==> src/rtl/json_string_unescape_utf8_top_assert.svh <==
// Assertion macros used by the RTL of the JSON string unescaper.
`ifndef JSON_STRING_UNESCAPE_UTF8_TOP_ASSERT_SVH
`define JSON_STRING_UNESCAPE_UTF8_TOP_ASSERT_SVH

// checked only out of reset
`define JSU_ASSERT(lbl, prop, msg) \
  lbl: assert property (@(posedge clk_i) disable iff (!rst_ni) prop) else $error(msg);

// checked on every edge, reset included
`define JSU_ASSERT_ALWAYS(lbl, prop, msg) \
  lbl: assert property (@(posedge clk_i) prop) else $error(msg);

`endif

==> src/rtl/jsu_pkg.sv <==
// Package for the JSON string unescaper: phases, result kinds and result packet.
package jsu_pkg;

  localparam int unsigned LenW = 16;
  localparam int unsigned MaxRes = 4;

  typedef enum logic [3:0] {
    PH_WAIT     = 4'd0,
    PH_STR      = 4'd1,
    PH_ESC      = 4'd2,
    PH_HEX0     = 4'd3,
    PH_HEX1     = 4'd4,
    PH_HEX2     = 4'd5,
    PH_HEX3     = 4'd6,
    PH_LOW_BS   = 4'd7,
    PH_LOW_U    = 4'd8,
    PH_LOW_HEX0 = 4'd9,
    PH_LOW_HEX1 = 4'd10,
    PH_LOW_HEX2 = 4'd11,
    PH_LOW_HEX3 = 4'd12
  } phase_e;

  typedef enum logic [1:0] {
    KIND_DATA = 2'd0,
    KIND_DONE = 2'd1,
    KIND_ERR  = 2'd2
  } kind_e;

  // all results caused by one input item
  typedef struct packed {
    logic [2:0]              num;
    kind_e                   kind;
    logic [MaxRes-1:0][7:0]  bytes;
    logic [LenW-1:0]         len;
  } pkt_t;

endpackage

==> src/rtl/json_string_unescape_utf8_top.sv <==
// Top level of the JSON string literal unescaper with UTF-8 output.
// One byte of JSON text per input item, starting at the opening quote. An input
// byte is taken every cycle while the result register can drain. A \u escape
// ends in 1 to 3 result items and a surrogate pair in 4; the single result
// register sends one per cycle while m_axis_tready is high, so the input stalls
// behind such a byte until its last result is taken. A done item carries the
// saturating decoded length; an error item returns the parser to waiting for an
// opening quote. tlast marks the final result of each input byte.
module json_string_unescape_utf8_top (
  input  logic        clk_i,
  input  logic        rst_ni,
  input  logic        s_axis_tvalid,
  output logic        s_axis_tready,
  input  logic [7:0]  s_axis_tdata,   // in_byte[7:0]
  output logic        m_axis_tvalid,
  input  logic        m_axis_tready,
  output logic [23:0] m_axis_tdata,   // out_byte[7:0], decoded_length[23:8]
  output logic [1:0]  m_axis_tuser,   // kind[1:0]
  output logic        m_axis_tlast
);

  jsu_pkg::pkt_t pkt;
  logic          take;

  assign take = s_axis_tvalid && s_axis_tready;

  jsu_decode u_decode (
    .clk_i     (clk_i),
    .rst_ni    (rst_ni),
    .take_i    (take),
    .in_byte_i (s_axis_tdata),
    .pkt_o     (pkt)
  );

  jsu_emit u_emit (
    .clk_i         (clk_i),
    .rst_ni        (rst_ni),
    .load_i        (take),
    .pkt_i         (pkt),
    .ready_o       (s_axis_tready),
    .m_axis_tvalid (m_axis_tvalid),
    .m_axis_tready (m_axis_tready),
    .m_axis_tdata  (m_axis_tdata),
    .m_axis_tuser  (m_axis_tuser),
    .m_axis_tlast  (m_axis_tlast)
  );

endmodule

==> src/rtl/jsu_decode.sv <==
// Parser state and per-byte decode of escapes, \u escapes and surrogate pairs.
module jsu_decode (
  input  logic          clk_i,
  input  logic          rst_ni,
  input  logic          take_i,
  input  logic [7:0]    in_byte_i,
  output jsu_pkg::pkt_t pkt_o
);

  localparam logic [7:0] ChQuote = 8'h22;
  localparam logic [7:0] ChBslash = 8'h5C;
  localparam logic [7:0] ChNul = 8'h00;

  jsu_pkg::phase_e          phase_q, phase_d;
  logic [15:0]              cu_q, cu_d;
  logic [9:0]               hb_q, hb_d;
  logic [jsu_pkg::LenW-1:0] cnt_q, cnt_d;

  function automatic logic [4:0] hex_value(input logic [7:0] c);
    logic [4:0] r;
    r = 5'd0;
    if (c >= 8'h30 && c <= 8'h39) r = {1'b1, c[3:0]};
    else if ((c >= 8'h41 && c <= 8'h46) || (c >= 8'h61 && c <= 8'h66))
      r = {1'b1, c[3:0] + 4'd9};
    return r;
  endfunction

  always_comb begin
    logic [4:0]               hx;
    logic [15:0]              cu_n;
    logic [20:0]              cp;
    logic [jsu_pkg::LenW:0]   sum;
    hx = hex_value(in_byte_i);
    cu_n = {cu_q[11:0], hx[3:0]};
    cp = {1'b0, hb_q, cu_n[9:0]} + 21'h10000;
    phase_d = phase_q;
    cu_d = cu_q;
    hb_d = hb_q;
    pkt_o = '0;
    pkt_o.kind = jsu_pkg::KIND_DATA;
    case (phase_q)
      jsu_pkg::PH_WAIT: begin
        if (in_byte_i == ChQuote) begin
          phase_d = jsu_pkg::PH_STR;
          cu_d = '0;
        end else begin
          pkt_o.num = 3'd1;
          pkt_o.kind = jsu_pkg::KIND_ERR;
        end
      end
      jsu_pkg::PH_STR: begin
        if (in_byte_i == ChNul) begin
          phase_d = jsu_pkg::PH_WAIT;
          pkt_o.num = 3'd1;
          pkt_o.kind = jsu_pkg::KIND_ERR;
        end else if (in_byte_i == ChQuote) begin
          phase_d = jsu_pkg::PH_WAIT;
          pkt_o.num = 3'd1;
          pkt_o.kind = jsu_pkg::KIND_DONE;
          pkt_o.len = cnt_q;
        end else if (in_byte_i == ChBslash) begin
          phase_d = jsu_pkg::PH_ESC;
        end else begin
          pkt_o.num = 3'd1;
          pkt_o.bytes[0] = in_byte_i;
        end
      end
      jsu_pkg::PH_ESC: begin
        phase_d = jsu_pkg::PH_STR;
        pkt_o.num = 3'd1;
        case (in_byte_i)
          ChQuote:  pkt_o.bytes[0] = ChQuote;
          ChBslash: pkt_o.bytes[0] = ChBslash;
          8'h62:    pkt_o.bytes[0] = 8'h08;
          8'h66:    pkt_o.bytes[0] = 8'h0C;
          8'h6E:    pkt_o.bytes[0] = 8'h0A;
          8'h72:    pkt_o.bytes[0] = 8'h0D;
          8'h74:    pkt_o.bytes[0] = 8'h09;
          8'h75: begin
            phase_d = jsu_pkg::PH_HEX0;
            cu_d = '0;
            pkt_o.num = 3'd0;
          end
          default: begin
            phase_d = jsu_pkg::PH_WAIT;
            pkt_o.kind = jsu_pkg::KIND_ERR;
          end
        endcase
      end
      jsu_pkg::PH_HEX0, jsu_pkg::PH_HEX1, jsu_pkg::PH_HEX2,
      jsu_pkg::PH_LOW_HEX0, jsu_pkg::PH_LOW_HEX1, jsu_pkg::PH_LOW_HEX2: begin
        if (!hx[4]) begin
          phase_d = jsu_pkg::PH_WAIT;
          pkt_o.num = 3'd1;
          pkt_o.kind = jsu_pkg::KIND_ERR;
        end else begin
          cu_d = cu_n;
          phase_d = jsu_pkg::phase_e'(phase_q + 4'd1);
        end
      end
      jsu_pkg::PH_HEX3: begin
        if (!hx[4]) begin
          phase_d = jsu_pkg::PH_WAIT;
          pkt_o.num = 3'd1;
          pkt_o.kind = jsu_pkg::KIND_ERR;
        end else begin
          cu_d = cu_n;
          if (cu_n[15:10] == 6'b110110) begin
            hb_d = cu_n[9:0];
            phase_d = jsu_pkg::PH_LOW_BS;
          end else begin
            phase_d = jsu_pkg::PH_STR;
            if (cu_n[15:7] == 9'd0) begin
              pkt_o.num = 3'd1;
              pkt_o.bytes[0] = {1'b0, cu_n[6:0]};
            end else if (cu_n[15:11] == 5'd0) begin
              pkt_o.num = 3'd2;
              pkt_o.bytes[0] = {3'b110, cu_n[10:6]};
              pkt_o.bytes[1] = {2'b10, cu_n[5:0]};
            end else begin
              pkt_o.num = 3'd3;
              pkt_o.bytes[0] = {4'b1110, cu_n[15:12]};
              pkt_o.bytes[1] = {2'b10, cu_n[11:6]};
              pkt_o.bytes[2] = {2'b10, cu_n[5:0]};
            end
          end
        end
      end
      jsu_pkg::PH_LOW_BS: begin
        if (in_byte_i == ChBslash) begin
          phase_d = jsu_pkg::PH_LOW_U;
        end else begin
          phase_d = jsu_pkg::PH_WAIT;
          pkt_o.num = 3'd1;
          pkt_o.kind = jsu_pkg::KIND_ERR;
        end
      end
      jsu_pkg::PH_LOW_U: begin
        if (in_byte_i == 8'h75) begin
          phase_d = jsu_pkg::PH_LOW_HEX0;
          cu_d = '0;
        end else begin
          phase_d = jsu_pkg::PH_WAIT;
          pkt_o.num = 3'd1;
          pkt_o.kind = jsu_pkg::KIND_ERR;
        end
      end
      jsu_pkg::PH_LOW_HEX3: begin
        if (!hx[4] || cu_n[15:10] != 6'b110111) begin
          if (hx[4]) cu_d = cu_n;
          phase_d = jsu_pkg::PH_WAIT;
          pkt_o.num = 3'd1;
          pkt_o.kind = jsu_pkg::KIND_ERR;
        end else begin
          cu_d = cu_n;
          phase_d = jsu_pkg::PH_STR;
          pkt_o.num = 3'd4;
          pkt_o.bytes[0] = {5'b11110, cp[20:18]};
          pkt_o.bytes[1] = {2'b10, cp[17:12]};
          pkt_o.bytes[2] = {2'b10, cp[11:6]};
          pkt_o.bytes[3] = {2'b10, cp[5:0]};
        end
      end
      default: begin
        phase_d = jsu_pkg::PH_WAIT;
        pkt_o.num = 3'd1;
        pkt_o.kind = jsu_pkg::KIND_ERR;
      end
    endcase
    // saturating count of decoded data bytes
    if (pkt_o.kind == jsu_pkg::KIND_DATA) begin
      sum = {1'b0, cnt_q} + {{(jsu_pkg::LenW - 2){1'b0}}, pkt_o.num};
    end else begin
      sum = {1'b0, cnt_q};
    end
    cnt_d = sum[jsu_pkg::LenW] ? '1 : sum[jsu_pkg::LenW-1:0];
    if (phase_q == jsu_pkg::PH_WAIT && in_byte_i == ChQuote) cnt_d = '0;
  end

  always_ff @(posedge clk_i or negedge rst_ni) begin
    if (!rst_ni) begin
      phase_q <= jsu_pkg::PH_WAIT;
      cu_q <= '0;
      hb_q <= '0;
      cnt_q <= '0;
    end else if (take_i) begin
      phase_q <= phase_d;
      cu_q <= cu_d;
      hb_q <= hb_d;
      cnt_q <= cnt_d;
    end
  end

endmodule

==> src/rtl/jsu_emit.sv <==
// Result register: holds one item's results and sends them out one per cycle while m_axis_tready is high.
module jsu_emit (
  input  logic                     clk_i,
  input  logic                     rst_ni,
  input  logic                     load_i,
  input  jsu_pkg::pkt_t            pkt_i,
  output logic                     ready_o,
  output logic                     m_axis_tvalid,
  input  logic                     m_axis_tready,
  output logic [23:0]              m_axis_tdata,  // out_byte[7:0], decoded_length[23:8]
  output logic [1:0]               m_axis_tuser,  // kind[1:0]
  output logic                     m_axis_tlast
);

  `include "json_string_unescape_utf8_top_assert.svh"

  logic [2:0]                          num_q, num_d;
  logic [jsu_pkg::MaxRes-1:0][7:0]     bytes_q, bytes_d;
  jsu_pkg::kind_e                      kind_q, kind_d;
  logic [jsu_pkg::LenW-1:0]            len_q, len_d;
  logic                                pop;

  assign pop = m_axis_tvalid && m_axis_tready;
  assign ready_o = (num_q == 3'd0) || (num_q == 3'd1 && m_axis_tready);

  always_comb begin
    num_d = num_q;
    bytes_d = bytes_q;
    kind_d = kind_q;
    len_d = len_q;
    if (load_i) begin
      num_d = pkt_i.num;
      bytes_d = pkt_i.bytes;
      kind_d = pkt_i.kind;
      len_d = pkt_i.len;
    end else if (pop) begin
      num_d = num_q - 3'd1;
      bytes_d = {8'h00, bytes_q[jsu_pkg::MaxRes-1:1]};
    end
  end

  always_ff @(posedge clk_i or negedge rst_ni) begin
    if (!rst_ni) begin
      num_q <= '0;
    end else begin
      num_q <= num_d;
    end
  end

  always_ff @(posedge clk_i) begin
    bytes_q <= bytes_d;
    kind_q <= kind_d;
    len_q <= len_d;
  end

  assign m_axis_tvalid = (num_q != 3'd0);
  assign m_axis_tlast = (num_q == 3'd1);
  assign m_axis_tdata = {len_q, bytes_q[0]};
  assign m_axis_tuser = kind_q;

  `JSU_ASSERT_ALWAYS(a_idle_in_reset, !rst_ni |=> !m_axis_tvalid, "result valid during reset")
  `JSU_ASSERT(a_ctrl_single, m_axis_tvalid && kind_q != jsu_pkg::KIND_DATA |-> m_axis_tlast, "done or error not last")
  `JSU_ASSERT(a_num_range, num_q <= 3'd4, "more than four results held")
  `JSU_ASSERT(a_load_free, load_i |-> (num_q == 3'd0 || pop), "results overwritten")

endmodule

==> config.mk <==
export PLATFORM = sky130hd
export DESIGN_NAME = json_string_unescape_utf8_top
export DESIGN_NICKNAME = d
export VERILOG_FILES = /design/src/rtl/jsu_pkg.sv /design/src/rtl/json_string_unescape_utf8_top.sv /design/src/rtl/jsu_decode.sv /design/src/rtl/jsu_emit.sv
export VERILOG_INCLUDE_DIRS = /design/src /design/src/rtl
export SDC_FILE = /design/constraint.sdc
export NUM_CORES = 1
export LEC_CHECK = 0
export BUFFER_PORTS_ARGS = -buffer_cell sky130_fd_sc_hd__buf_4
export CORE_ASPECT_RATIO = 1.25
export CORE_UTILIZATION = 56
export CTS_BUF_LIST = sky130_fd_sc_hd__clkbuf_2 sky130_fd_sc_hd__clkbuf_4 sky130_fd_sc_hd__clkbuf_8
export CTS_CLUSTER_SIZE = 16
export DETAILED_ROUTE_END_ITERATION = 6
export PLACE_DENSITY = 0.86
export SKIP_CTS_REPAIR_TIMING = 1
export SYNTH_ARGS = -nofsm -noshare
export SYNTH_HDL_FRONTEND = slang
export SYNTH_SLANG_ARGS = --single-unit
==> constraint.sdc <==
create_clock -name clk_i -period 7.25 [get_ports clk_i]
set_clock_uncertainty 0.15 [all_clocks]
set_input_delay 1.45 -clock clk_i [delete_from_list [all_inputs] [get_ports clk_i]]
set_output_delay 1.45 -clock clk_i [all_outputs]
set_load 0.005 [all_outputs]
==> impl_metrics.yaml <==
outcome:
  status: "finished, final reports clean"
place:
  gp_congestion: 0.981
  dpl.hpwl_mm: 9.61
  placed_cell_area_mm2: 0.00572
  port-buffer-count: 40
global_route:
  grt_max_degree: 46
  globalRouteTotalUtil_pct: 27.3
  antenna_found_initial: 0
  grt_overflow: 0
  grt_pass1_vias: 4316
  grt_pass1_wl_mm: 21.7
clock_tree:
  ctsLongestPathBuffers: 2
  root_buffer: "clkbuf_8"
  path_clk_slew_ns: 0.09
  cts_tree: "yes"
  clk_latency_ns: 0.36
  ctsHtreeMaxLevel: 3
  clock-sinks: 92
  cts_buffers: 9
sta:
  final_hold_viol_count: 0
  finalCritPeriodShare_pct: 74.2
  fin_crit_ns: 5.38
  tightest_slew_ns: 1.11
  fin_setup_tns_ns: 0
  setup_viol: 0
  whs_ns: 0.368
  grt_setup_unrepaired: "false"
  report.final.slew_viol_count: 0
  clock.fmax_mhz: 186
  slew_headroom_pct: 25.7
worst_setup_path:
  crit_buf_inv: 4
  crit_chain: "buf_4, inv_1, ha_1, o21bai_1, a2111oi_4, nor2_1, or3_1, clkinv_1, buf_4, ha_1, nor2b_1, o21bai_1, nor3_1, nand3_1, nor2_1, nor2_1, a311oi_1"
  worst_setup_path_start_kind: "input pin"
  required_ns: 7.37
  path_class: "in2reg"
  crit_arrival_ns: 5.50
  cp_max_fo: 26
  slowest_delay_ns: 0.57
  slowest_stage: "nor2_1"
  cp-end-kind: "flip-flop"
  cpMostUsedCell: "nor2_1"
  cpLargestDelayFamily: "simple AND/OR/NAND/NOR gates"
layout:
  area_growth_pct: 8.96
  fin_nets: 603
  mostFrequentLayoutCell: "nand2_1"
  seq_area_mm2: 0.00254
  diodes: 0
  drive_above_1_share_pct: 14.2
  multiInputGateArea_mm2: 0.00262
  utilization_pct: 64.0
  final_cell_mix: "nand2_1, edfxtp_1, nor2_1"
  design_area_mm2: 0.00593
  nFillCells: 758
routing:
  drt_wl_total_mm: 13.3
  avgViaCountPerCell: 6.41
  drt_pre_antenna_iters: 5
  drt-initial-drc-count: 413
  wl_per_cell_um: 19.0
  drc: 0
  vias: 4499
  ant_nets: 0
yosys:
  syn_inst: 560
  synth_seq_cells: 92
  postSynth.asyncResetShare_pct: 48.9
  yosysWarnings: 0
  synth-edff-count: 47
  syn_area_per_cell_um2: 9.72
  synthDistinctLibCells: 74
  ys.flop_type: "edfxtp_1"
  synth_seq_area_share_pct: 46.6
  synth_nets: 589
  netlist_area_mm2: 0.00545
pwr:
  total_power_uw: 1570
  peakVddDrop_mv: 0.140
  p_leak_uw: 0.00254
  power.density_mw_per_mm2: 265
floorplanning:
  ios: 41
  die-area_mm2: 0.0101
  design.core.area_mm2: 0.00927
  chipWidth_um: 90.2
  die_height_um: 112
  rows: 39
  initial_core_util_pct: 58.7
flow_run:
  drv_cap: 0
worst_hold_path:
  hp-class: "reg2reg"
==> routing by layer <==
| layer | share of wire, % | vias up | global-route usage [%] | wire, µm |
|---|---|---|---|---|
| met2 | 50 | 232 | 47.5 | 6660 |
| met4 | 4.6 | 0 | 13.1 | 608 |
| li1 | - | 2098 | - | - |
| met3 | 6.0 | 52 | 4.47 | 805 |
| met1 | 39 | 2117 | 33.0 | 5250 |
| met5 | 0 | - | 0 | 0 |
==> through the flow <==
stage | cells | setup WS, ns
floorplan | 560 | 1.90
global placement | 686 | 1.73
detailed placement | 686 | 1.57
CTS | 702 | 1.96
global route | 702 | 1.42
finish | 702 | 1.87
==> sequential cells by signal, summed over array words and instances, names as in the netlist <==
signal               cells
u_decode.cnt_q          16
u_decode.cu_q           12
u_decode.hb_q           10
u_decode.phase_q         4
u_emit.bytes_q          21
u_emit.len_q            16
u_emit.m_axis_tdata      8
u_emit.m_axis_tuser      2
u_emit.num_q             3
==> worst reg2reg max path, delay by kind of cell (launching register included) <==
kind | cells | cell delay, ns
flip-flops | 1 | 0.45
AND/OR/NAND/NOR | 6 | 1.28
adder cells (fa/ha/maj) | 3 | 0.90
AO/OA/AOI/OAI | 6 | 1.40
buffers and inverters | 2 | 0.21
==> worst paths after layout <==
kind / startpoint / end / slack, ns / cells past startpoint
max: s_axis_tdata[1] / u_decode.cnt_q[13] / 1.87 / 17
min: u_decode.hb_q[0] / u_decode.hb_q[0] / 0.37 / 2
max reg2reg: u_decode.phase_q[0] / u_decode.cnt_q[13] / 2.76 / 17
min reg2reg: u_decode.hb_q[0] / u_decode.hb_q[0] / 0.37 / 2
max in group asynchronous: rst_ni / u_decode.phase_q[3] / 5.62 / 1
min in group asynchronous: rst_ni / u_decode.hb_q[1] / 0.92 / 1
==> cells by family after synthesis <==
kind of cell	Yosys count	synth area share (%)
buffers and inverters	63	5.28
adders and majority gates	17	4.04
and+or+nand+nor	212	19.8
DFF	92	46.6
xor gates and xnor gates	4	0.643
muxes	20	3.91
AOI/OAI and AO/OA	152	19.7
==> final cells by class <==
cell class | instances | area share [%]
clock buffers | 10 | 2.21
clock inverters | 6 | 1.31
inverters | 22 | 1.39
multi-input cells | 405 | 44.2
flip-flops and latches | 92 | 42.8
well taps | 123 | 2.59
repair buffers | 44 | 5.57
==> synthesized netlist by cell type, drive strengths merged (3+ instances only) <==
| master | number | area [µm²] |
|---|---|---|
| buf | 16 | 111 |
| a211oi | 8 | 60.1 |
| nor2 | 46 | 173 |
| nand2b | 4 | 25.0 |
| dfrtp | 45 | 1130 |
| edfxtp | 47 | 1410 |
| o21ai | 34 | 170 |
| a311oi | 3 | 43.8 |
| inv | 21 | 78.8 |
| or4 | 3 | 22.5 |
| a21o | 4 | 30.0 |
| a31oi | 7 | 43.8 |
| o31ai | 6 | 45.0 |
| a2111oi | 3 | 45.1 |
| mux2i | 10 | 100 |
| and4b | 4 | 40.0 |
| a22oi | 14 | 105 |
| nor2b | 6 | 37.5 |
| nand2 | 57 | 214 |
| clkbuf | 25 | 93.8 |
| o211ai | 3 | 22.5 |
| o221ai | 4 | 35.0 |
| nand4 | 5 | 31.3 |
| nor3 | 22 | 110 |
| a21oi | 29 | 145 |
| o21a | 5 | 37.5 |
| a22o | 4 | 35.0 |
| ha | 16 | 200 |
| or3 | 8 | 50.1 |
| mux2 | 10 | 113 |
| a211o | 3 | 26.3 |
| xnor2 | 3 | 26.3 |
| or2 | 3 | 18.8 |
| nor4 | 3 | 25.0 |
| and2 | 20 | 125 |
| nand3 | 15 | 75.1 |
| and3 | 6 | 37.5 |
==> where the power goes <==
group / internal [µW] / switching [µW] / leakage (µW) / total [µW]
sequential: 643 / 59.8 / 0.00108 / 703
combinational: 194 / 320 / 0.00137 / 514
clock: 167 / 191 / 0.0000949 / 357
Note: power is estimated with default switching activity, not from simulation.
